$ cat config.mk
export PLATFORM = sky130hd
export DESIGN_NAME = sks_cell
export DESIGN_NICKNAME = d
export VERILOG_FILES = /design/src/rtl/sks_pkg.sv /design/src/rtl/sks_cell.sv
export SDC_FILE = /design/constraint.sdc
export NUM_CORES = 1
export LEC_CHECK = 0
export ABC_AREA = 1
export BUFFER_PORTS_ARGS = -buffer_cell sky130_fd_sc_hd__buf_2
export CORE_UTILIZATION = 42
export CTS_BUF_LIST = sky130_fd_sc_hd__clkbuf_8
export CTS_CLUSTER_SIZE = 8
export DETAILED_ROUTE_END_ITERATION = 8
export GPL_TIMING_DRIVEN = 0
export PLACE_DENSITY = 0.87
export SLEW_MARGIN = 20
export SYNTH_ARGS = -nofsm -noshare
export SYNTH_HDL_FRONTEND = slang
export SYNTH_SLANG_ARGS = --single-unit
$ cat constraint.sdc
create_clock -name clk -period 2.3 [get_ports clk]
set_input_delay 0.345 -clock clk [delete_from_list [all_inputs] [get_ports clk]]
set_output_delay 0.345 -clock clk [all_outputs]
set_load 0.1 [all_outputs]
$ cat src/rtl/sks_pkg.sv
// ----------------------------------------------------------------------------
// sks_pkg
// Shared types and codes for the sorted key set: request and response words,
// operation and status codes, and the control word sent to the cell row.
// ----------------------------------------------------------------------------
`default_nettype none

package sks_pkg;

  localparam logic [1:0] OP_INSERT = 2'd0;
  localparam logic [1:0] OP_REMOVE = 2'd1;
  localparam logic [1:0] OP_LOOKUP = 2'd2;

  typedef enum logic [1:0] {
    ST_OK      = 2'd0,
    ST_PRESENT = 2'd1,
    ST_ABSENT  = 2'd2,
    ST_FULL    = 2'd3
  } status_t;

  typedef struct packed {
    logic [1:0]  operation;
    logic [31:0] key;
  } req_t;

  typedef struct packed {
    status_t     status;
    logic [5:0]  position;
    logic [6:0]  entries_held;
  } rsp_t;

  typedef struct packed {
    logic cmp;
    logic ins;
    logic rem;
  } cell_ctl_t;

endpackage

`default_nettype wire

$ cat src/rtl/sks_cell.sv
// ----------------------------------------------------------------------------
// sks_cell
// One slot of the sorted row: holds a key, compares it with the probe, and
// shifts in from its left or right neighbor on insert or remove.
// ----------------------------------------------------------------------------
`default_nettype none

module sks_cell #(
  parameter int unsigned INDEX = 0,
  parameter int unsigned CW    = 7
) (
  input  logic               clk,
  input  sks_pkg::cell_ctl_t ctl,
  input  logic [CW-1:0]      count,
  input  logic [31:0]        probe,
  input  logic [31:0]        left_key,
  input  logic [31:0]        right_key,
  input  logic               left_lt,
  output logic [31:0]        held,
  output logic               lt,
  output logic               eq,
  output logic               bnd
);
  import sks_pkg::*;

  logic occ;

  assign occ = count > CW'(INDEX);
  // first slot not below the probe: insert point
  assign bnd = !lt && left_lt;

  always_ff @(posedge clk) begin
    if (ctl.cmp) begin
      lt <= occ && (held < probe);
      eq <= occ && (held == probe);
    end
    if (ctl.ins && !lt) begin
      held <= left_lt ? probe : left_key;
    end else if (ctl.rem && !lt) begin
      held <= right_key;
    end
  end

endmodule

`default_nettype wire

-- Word-level counts from Yosys, hierarchy flattened
Cells that the tools add are included.
- muxes and demuxes: 3
- multiply operators: 0
- bitwise gates (word level): 0
- equality and inequality tests: 1
- shift-type cells: 0
- order comparisons: 2
- add/sub/neg operators: 0
- divide/modulo/power cells: 0
- reductions and logical operators: 7
- operator list (operator ; number):
    32-bit 2-to-1 mux ; 3
    32-bit == test ; 1
    32-bit < comparator ; 1
    7-bit by 1-bit > comparator with 1-bit output (second input constant) ; 1
    1-bit logical AND ; 5
    2-bit nonzero test ; 1
    1-bit logical NOT ; 1
- output and inout port bits: 35
- bits in registers: 34
- latch bits: 0
- memory bits (writable): 0
- memories kept: 0
- ROM bits: 0
- input port bits: 108
- logic and storage cells: 16

-- Depth between registers and ports, before layout
Gate-level depths: netlist (run 1).
- depth after elaboration: 4
- depth in mapped cells: 12
- gate-level depth less buffers: 12

-- Worst setup path before layout (run 1)
Ideal clock, no wire load.
- path kind: register to register
- start: register lt
- end: register held[0], enable pin
- path slack: -0.474 ns
- buffers on the path: 0
- setup time: 0.422 ns
- required time: 1.878 ns
- arrival time: 2.352 ns
- stages on the path, launching flop included: 2
- period minus slack after synthesis: 2.774 ns
- cell sequence: edfxtp_1 -> nor2_1
- cells in the longest elaborated chain, start to end: 3
- elaborated cells on any way between the ends: 4
- those cells by class: reduce/logical (4)
- ends and longest elaborated chain (what ; RTL line ; RTL):
    start: declaration ; sks_cell.sv:20 ; output logic lt,
    start signal: assignment ; sks_cell.sv:34 ; lt <= occ && (held < probe);
    1-bit logical NOT * ; sks_cell.sv:37, sks_cell.sv:39 ;
    1-bit logical AND, on equally long branches ; sks_cell.sv:37, sks_cell.sv:39 ;
    2-bit nonzero test (no line) * ; n/a ;
    end signal: assignment ; sks_cell.sv:38 ; held <= left_lt ? probe : left_key;
    end signal: assignment ; sks_cell.sv:40 ; held <= right_key;
    end: declaration ; sks_cell.sv:19 ; output logic [31:0] held,
Mark *: on every way between the ends. The rest lies on a longest branch, timed or not.
A chain may end at the register's enable or synchronous reset.

-- Worst setup path in the final report (run 1)
- start: register lt
- end: output port bnd
- cells in the longest elaborated chain, start to end: 2
- ends and longest elaborated chain (what ; RTL line ; RTL):
    1-bit logical NOT ; sks_cell.sv:30 ; assign bnd = !lt && left_lt;
    1-bit logical AND ; sks_cell.sv:30 ;
    end: declaration ; sks_cell.sv:22 ; output logic bnd
No other way between the ends.

==> flow_summary_export.csv, run 1 <==
group,metric,value,unit
yosys,synth.ff_latch_count,34,
layout,multiInputGateArea,1310,um2
route,drtIter0Drc,148,
yosys,synth_fa_ha_area_frac,0.156,
clock_network,postCtsSetupRepairBufs,0,
timing,setup_viol_count_final,0,
yosys,synth-simple-area-share,0.237,
global_route,grt_pass1_wl,11600,um
critical_path,r2r_setup_slack,630,ps
critical_path,worstPathArrival,1360,ps
yosys,synth_xor_area_frac,0,
route,drt_pre_antenna_iters,4,
layout,fillers,553,
worst_hold_path,hp-class,"primary input to flip-flop",
timing,worst_slew_pin_slew,551,ps
yosys,syn_area,2570,um2
critical_path,r2r-start,"held[15]",
timing,relSlewSlack,0.632,
timing,fmax,0.587,GHz
yosys,synth_top_family_by_area,"simple AND/OR/NAND/NOR gates",
global_route,antenna_found_initial,0,
critical_path,cp_max_fo,4,
yosys,synth.distinct_cells,19,
critical_path,startpoint_type,"flip-flop",
route,num_vias,2759,
floorplan,core,5920,um2
yosys,ys_top_cells_by_area,"edfxtp_1, ha_1, nand2_1",
power_and_ir_drop,powerDensity,624,nW/um2
layout,seq_area,1020,um2
place,placed_cells,543,
power_and_ir_drop,ir_drop,331,uV
yosys,synth_top_area_frac,0.397,
floorplan,fp.dieW,80.2,um
worst_hold_path,worstHoldStart,"ctl[2]",
timing,drv_slew,0,
yosys,synth_top_cell_by_area,"edfxtp_1",
yosys,synth-compound-area-share,0.114,
worst_hold_path,holdPathEnd,"eq",
timing,min_period_over_period,0.740,
power_and_ir_drop,leakage,1.85,nW
clock_network,clkTransAtPathRegs,70,ps
yosys,ys_seq_area_frac,0.397,
global_route,grt_max_degree,18,
yosys,synthMuxAreaShare,0,
clock_network,clk_latency,290,ps
floorplan,pin_count,143,
floorplan,fp.dieH,80.2,um
clock_network,ctsHoldBuffers,0,
yosys,synth_cells,326,
clock_network,cts_sinks,34,
place,io_buffers,141,
timing,fin_skew,7.03,ps
timing,tns,0,ps
layout,area_growth,35.7,%
layout,fin_cells,551,
timing,finalHoldViolations,0,
critical_path,reg2reg_depth,5,
route,drcViolationCount,0,
layout,insertedDiodeCount,0,
layout,drive_gt1_frac,0.345,
floorplan,dieArea,6440,um2
run,max-cap-violations,0,
floorplan,num_rows,28,
yosys,ys_warn_count,0,
route,ant_nets,0,
route,routedWlPerCell,13.4,um
global_route,grt_pass1_vias,2718,
route,wirelength,7400,um
status,status,"finished clean",
route,viasPerCell,5.01,
clock_network,cts_buffers,5,
place,hpwl,5870,um
timing,fin_crit,1700,ps
critical_path,reg2reg_to,"eq",
worst_hold_path,min_path_cells,1,
yosys,synthesis.nets,466,
timing,rsz0062_at_grt,"no",
global_route,grt_use_total,0.235,
clock_network,cts_tree,"built",
layout,nets,615,
clock_network,cts-root-buf,"clkbuf_8",
critical_path,worstSetupEndpointType,"primary output",
layout,utilization,0.589,
place,place.gp.congestion,0.827,
global_route,grt_remaining_overflow,0,
critical_path,critPathKind,"flip-flop to primary output",
clock_network,cts_buffer_depth,2,
yosys,synth.avg_cell_area,7.89,um2
clock_network,cts_resized,0,
clock_network,htreeDepth,2,
floorplan,start_util,0.434,
critical_path,cp.required,1960,ps
==> cells in the final DEF, fill, tap and decap left out, drive strengths merged <==
cell type	n
nand3	4
o21bai	1
o21a	1
clkbuf	5
a31oi	32
nand2	97
buf	155
inv	43
nor2	46
a21oi	13
edfxtp	34
nand4	4
ha	32
nor3	4
o21ai	1
clkinv	3
a21o	1
==> flip-flops by register name (all words and copies together), names as in the netlist <==
register and cells:
lt 1, held 32, eq 1
==> worst max-delay path, stage by stage, from the launching register on <==
cell      delay (ps)
edfxtp_1         520
nor2_2           130
buf_2            420
==> metal layers <==
metal	GRT usage	wire length (um)	vias to the layer above
met1	0.276	3210	1249
met5	0	0	-
li1	-	-	1389
met3	0.0386	367	14
met2	0.421	3670	107
met4	0.0946	146	0
==> metrics by stage <==
stage,cell area (um2),setup slack [ps],total power [W],hold WS (ps)
after floorplan,2580,40.5,0.00151,457
after global placement,3380,124,0.00172,566
after detailed placement,3410,584,0.00175,568
after CTS,3490,586,0.00219,272
after global routing,3490,537,0.00228,267
final,3490,598,0.00218,278
==> logic make-up after synthesis <==
family          Yosys count
compound gates           49
fa+ha+maj                32
buf+inv                  56
flops                    34
simple gates            155
==> synth_stat cells, drive strengths merged <==
master	instances
nand3	4
a21o	1
ha	32
nand2	97
nor3	4
a31oi	32
o21bai	1
nor2	46
o21ai	1
o21a	1
edfxtp	34
inv	43
a21oi	13
buf	13
nand4	4
==> how the worst max path moves through the flow <==
stage                     startpoint  depth (start not counted)  endpoint
after detailed placement   probe[31]                          8        lt
after global placement            lt                          1  held[13]
after global routing              lt                          2       bnd
after floorplan                   lt                          1   held[0]
final                             lt                          2       bnd
after CTS                         lt                          2       bnd
==> report_power, final <==
part / internal (W) / switching [W]
Combinational: 0.000248 / 0.000694
Sequential: 0.000765 / 0.0000341
Clock: 0.000203 / 0.000232
==> cell type report <==
type / count / area share
sequential: 34 / 0.293
buffer: 13 / 0.0247
tap: 75 / 0.0269
clock inverter: 3 / 0.00323
multi-input combinational: 236 / 0.376
timing repair buffer: 142 / 0.210
clock buffer: 5 / 0.0197
inverter: 43 / 0.0463
No activity file was read; power rests on OpenSTA's default activity.
==> run 2, diff against run 1 <==
Clock period 2.3 ns to 1.5 ns, I/O delays scaled along.
==> flow_summary_export.csv, run 2 (synthesis results as in run 1) <==
group,metric,value,unit
worst_hold_path,hp-class,"primary input to flip-flop",
clock_network,cts_sinks,34,
layout,final_cell_mix,"buf_2, nand2_1, inv_1, nor2_1, edfxtp_1",
critical_path,critPathKind,"flip-flop to flip-flop",
critical_path,startpoint_type,"flip-flop",
layout,fin_cells,554,
timing,fin_skew,7.74,ps
layout,nets,619,
timing,setup_viol_count_final,2,
timing,tns,-70.3,ps
layout,reg_top3,"held (32), eq (1), lt (1)",
timing,worst_slew_pin_slew,533,ps
layout,largest_reg_flops,32,
power_and_ir_drop,finalPower,0.00337,W
layout,fillers,538,
critical_path,cp.required,1540,ps
clock_network,cts_buffer_depth,2,
timing,drv_slew,0,
clock_network,clkTransAtPathRegs,70,ps
global_route,grt_pass1_vias,2608,
power_and_ir_drop,ir_drop,427,uV
route,drtIter0Drc,108,
layout,regMostFlops,"held",
critical_path,slowest_stage,"edfxtp_1",
critical_path,cp_max_fo,2,
timing,relSlewSlack,0.644,
route,num_vias,2763,
layout,layout_commonest_cell,"buf_2",
global_route,grt_max_degree,17,
power_and_ir_drop,powerDensity,939,nW/um2
layout,utilization,0.607,
clock_network,htreeDepth,2,
run,max-cap-violations,0,
timing,fin_crit,1560,ps
layout,area_growth,39.8,%
floorplan,pin_count,143,
timing,rsz0062_at_grt,"yes",
global_route,antenna_found_initial,0,
place,placed_cells,542,
timing,fmax,0.643,GHz
floorplan,fp.dieW,80.2,um
route,drt_pre_antenna_iters,4,
critical_path,worstPathArrival,1600,ps
floorplan,start_util,0.434,
clock_network,cts_buffers,5,
global_route,grt_use_total,0.231,
layout,drive_gt1_frac,0.370,
critical_path,critical-path-max-stage-delay,400,ps
route,ant_nets,0,
timing,finalHoldViolations,0,
route,drcViolationCount,0,
route,viasPerCell,4.99,
global_route,grt_remaining_overflow,0,
floorplan,num_rows,28,
floorplan,core,5920,um2
floorplan,fp.dieH,80.2,um
place,place.gp.congestion,0.818,
critical_path,path_cells,"ha_1 -> nand2_1 -> nor2_2 -> nand4_1 -> nor2_1 -> a21oi_1",
route,routedWlPerCell,13.2,um
clock_network,clk_latency,290,ps
layout,insertedDiodeCount,0,
place,hpwl,5770,um
route,wirelength,7340,um
status,status,"finished with violations",
clock_network,cts-root-buf,"clkbuf_8",
place,io_buffers,141,
timing,setup_ws,-56.3,ps
clock_network,ctsHoldBuffers,0,
timing,hold-worst-slack,159,ps
critical_path,worstSetupEndpointType,"flip-flop",
power_and_ir_drop,leakage,1.87,nW
status,violations,"setup timing",
floorplan,dieArea,6440,um2
clock_network,cts_tree,"built",
timing,min_period_over_period,1.04,
global_route,grt_pass1_wl,11400,um
[run 2: cell count changes in the layout (fill, tap and decap cells not counted), sizes merged]
cell	before	now
buf	155	158
clkinv	3	2
nor2	46	47
[run 2: critical path, delay by kind of cell (launching register included)]
family	cells	cell delay, ps
DFF	1	400
and+or+nand+nor	4	520
adders and majority gates	1	310
AOI/OAI and AO/OA	1	70
[run 2: what timing repair did]
action                                  CTS  global route
setup buffers                             0             4
gates cloned                              1             0
pin swaps                                 5             3
resized for setup                         5             3
endpoints found under the setup margin   36            28
[run 2: final timing paths]
check                              start       end  slack (ps)  cells after the start
worst max register to register  held[23]        lt         -60                      6
worst min-delay path              ctl[2]        eq         160                      1
worst min register to register        lt  held[31]         790                      2
worst max-delay path            held[23]        lt         -60                      6
[run 2: layer usage]
| metal | track usage | share of wire | vias up |
|---|---|---|---|
| met5 | 0 | 0 | - |
| met4 | 0.0929 | 0.020 | 0 |
| met3 | 0.0375 | 0.057 | 17 |
| met2 | 0.410 | 0.49 | 108 |
| met1 | 0.274 | 0.43 | 1239 |
| li1 | - | - | 1399 |
[run 2: power breakdown]
group	switching (W)	internal, W	total, W
logic	0.00108	0.000407	0.00149
clock network	0.000351	0.000312	0.000663
registers	0.0000503	0.00117	0.00122
total	0.00148	0.00189	0.00337
[run 2: through the flow]
stage / setup slack [ps] / instance area [um2]
finish: -56.3 / 3590
global route: -166 / 3590
CTS: -82.1 / 3530
detailed placement: -215 / 3420
global placement: -165 / 3420
floorplan: -452 / 2620
[run 2: layout make-up]
cell class / instances / area, um2 / area share
plain buffers: 13 / 101 / 0.0282
flip-flops and latches: 34 / 1020 / 0.284
well taps: 75 / 93.8 / 0.0261
clock buffers: 5 / 68.8 / 0.0192
multi-input cells: 237 / 1380 / 0.385
inverters: 43 / 161 / 0.0449
repair buffers: 145 / 753 / 0.210
clock inverters: 2 / 10.0 / 0.00279
==> run 3, diff against run 2 <==
Settings changed: GPL_ROUTABILITY_DRIVEN set to 0.
Clock period 1.5 ns to 1.4 ns, I/O delays scaled along.
==> flow_summary_export.csv, run 3 (synthesis results as in run 1) <==
group,metric,value,unit
floorplan,start_util,0.434,
timing,drv_slew,0,
global_route,grtUsageMet1,0.281,
floorplan,fp.dieH,80.2,um
critical_path,r2r-start,"held[31]",
status,violations,"setup timing",
timing,rsz0062_at_grt,"yes",
clock_network,cts_tree,"built",
timing,min_period_over_period,1.13,
run,max-cap-violations,0,
timing,setup_ws,-185,ps
worst_hold_path,hp-class,"primary input to flip-flop",
critical_path,r2r_setup_slack,-190,ps
timing,tns,-293,ps
clock_network,cts_sinks,34,
floorplan,core,5920,um2
layout,fin_cells,562,
route,viasPerCell,5.02,
place,hpwl,5770,um
critical_path,path_buf_inv,1,
place,io_buffers,141,
global_route,antenna_found_initial,0,
clock_network,cts_buffer_depth,2,
power_and_ir_drop,ir_drop,469,uV
timing,setup_viol_count_final,2,
layout,insertedDiodeCount,0,
route,routedWlPerCell,14.3,um
status,status,"finished with violations",
critical_path,worstSetupEndpointType,"flip-flop",
global_route,grt_pass1_vias,2627,
global_route,grt_pass1_wl,11500,um
floorplan,dieArea,6440,um2
layout,nets,627,
route,num_vias,2820,
layout,regMostFlops,"held",
floorplan,fp.dieW,80.2,um
global_route,grt_max_degree,17,
layout,area_growth,54.0,%
layout,layout_commonest_cell,"buf_2",
route,wirelength,8020,um
layout,utilization,0.669,
power_and_ir_drop,leakage,1.98,nW
layout,drive_gt1_frac,0.435,
timing,fin_crit,1590,ps
critical_path,startpoint_type,"flip-flop",
route,drtIter0Drc,84,
route,drcViolationCount,0,
global_route,busiest_layer,"met2",
floorplan,pin_count,143,
place,placed_area,3420,um2
timing,hold-worst-slack,140,ps
critical_path,cp_max_fo,3,
critical_path,worstPathArrival,1630,ps
timing,worst_slew_pin_slew,507,ps
critical_path,cp.required,1440,ps
timing,fin_skew,6.74,ps
critical_path,reg2reg_to,"lt",
critical_path,slowest_stage,"edfxtp_1",
route,ant_nets,0,
timing,relSlewSlack,0.665,
floorplan,num_rows,28,
layout,fillers,486,
clock_network,cts-root-buf,"clkbuf_8",
critical_path,crit_end,"lt",
global_route,use_met2,0.411,
critical_path,cp.depth,6,
layout,final_cell_mix,"buf_2, nand2_1, inv_1",
layout,largest_reg_flops,32,
power_and_ir_drop,powerDensity,964,nW/um2
global_route,use_met3,0.0375,
route,drt_pre_antenna_iters,5,
layout,reg_top3,"held (32), eq (1), lt (1)",
layout,postLayoutCellArea,3960,um2
worst_hold_path,min_path_cells,1,
critical_path,critical-path-max-stage-delay,450,ps
clock_network,htreeDepth,2,
critical_path,critPathKind,"flip-flop to flip-flop",
global_route,grt_use_total,0.233,
global_route,grt_remaining_overflow,0,
clock_network,clk_latency,290,ps
critical_path,reg2reg_depth,6,
timing,finalHoldViolations,0,
critical_path,startpoint,"held[31]",
clock_network,cts_buffers,5,
critical_path,cpLargestDelayFamily,"flip-flops",
timing,fmax,0.631,GHz
critical_path,path_cells,"ha_4 -> nand4_1 -> nor3_2 -> inv_1 -> nor2_1 -> a21oi_1",
place,placed_cells,542,
clock_network,clkTransAtPathRegs,80,ps
==> run 3: worst reg2reg max path, cell delays in order, from the launching register on <==
cell	delay [ps]
edfxtp_1	450
ha_4	310
nand4_1	150
nor3_2	180
inv_1	90
nor2_1	90
a21oi_1	70
==> run 3: per-layer routing <==
layer  wire (um)  vias to the layer above
met5           0                        -
met4         142                        0
met3         431                       15
met2        4080                      116
met1        3370                     1273
li1            -                     1416
==> run 3: cell type report <==
| cell class | count | area, um2 | share of cell area |
|---|---|---|---|
| Tap cell | 75 | 93.8 | 0.0237 |
| Buffer | 13 | 143 | 0.0360 |
| Clock inverter | 2 | 10.0 | 0.00253 |
| Clock buffer | 5 | 68.8 | 0.0174 |
| Timing Repair Buffer | 153 | 937 | 0.237 |
| Sequential cell | 34 | 1020 | 0.258 |
| Inverter | 43 | 161 | 0.0408 |
| Multi-Input combinational cell | 237 | 1520 | 0.385 |
==> run 3: worst min path at each step <==
| stage | start | end | slack [ps] |
|---|---|---|---|
| after floorplan | ctl[2] | eq | 320 |
| after global placement | ctl[2] | eq | 430 |
| after detailed placement | ctl[2] | eq | 440 |
| after CTS | ctl[2] | lt | 140 |
| after global routing | ctl[2] | lt | 130 |
| final | ctl[2] | eq | 140 |
==> run 3: metrics by stage <==
step           worst slack, ps  total power, W
5_1_grt                   -267         0.00400
3_5_place_dp              -315         0.00288
2_1_floorplan             -552         0.00249
4_1_cts                   -182         0.00364
3_3_place_gp              -265         0.00284
6_report                  -185         0.00382
==> run 3: repair_timing <==
item	4_1_cts	5_1_grt
setup buffers	5	2
pin swaps	6	5
gates cloned	1	5
endpoints found under the setup margin	58	44
resized for setup	5	52
hold endpoints to repair	0	0
hold buffers	0	0
==> run 3: power by group <==
part           switching [W]  internal [W]  total (W)  leakage (nW)
combinational        0.00123      0.000561    0.00179          1.61
clock               0.000379      0.000334   0.000713        0.0438
sequential         0.0000581       0.00126    0.00132         0.323
total                0.00166       0.00215    0.00382          1.98
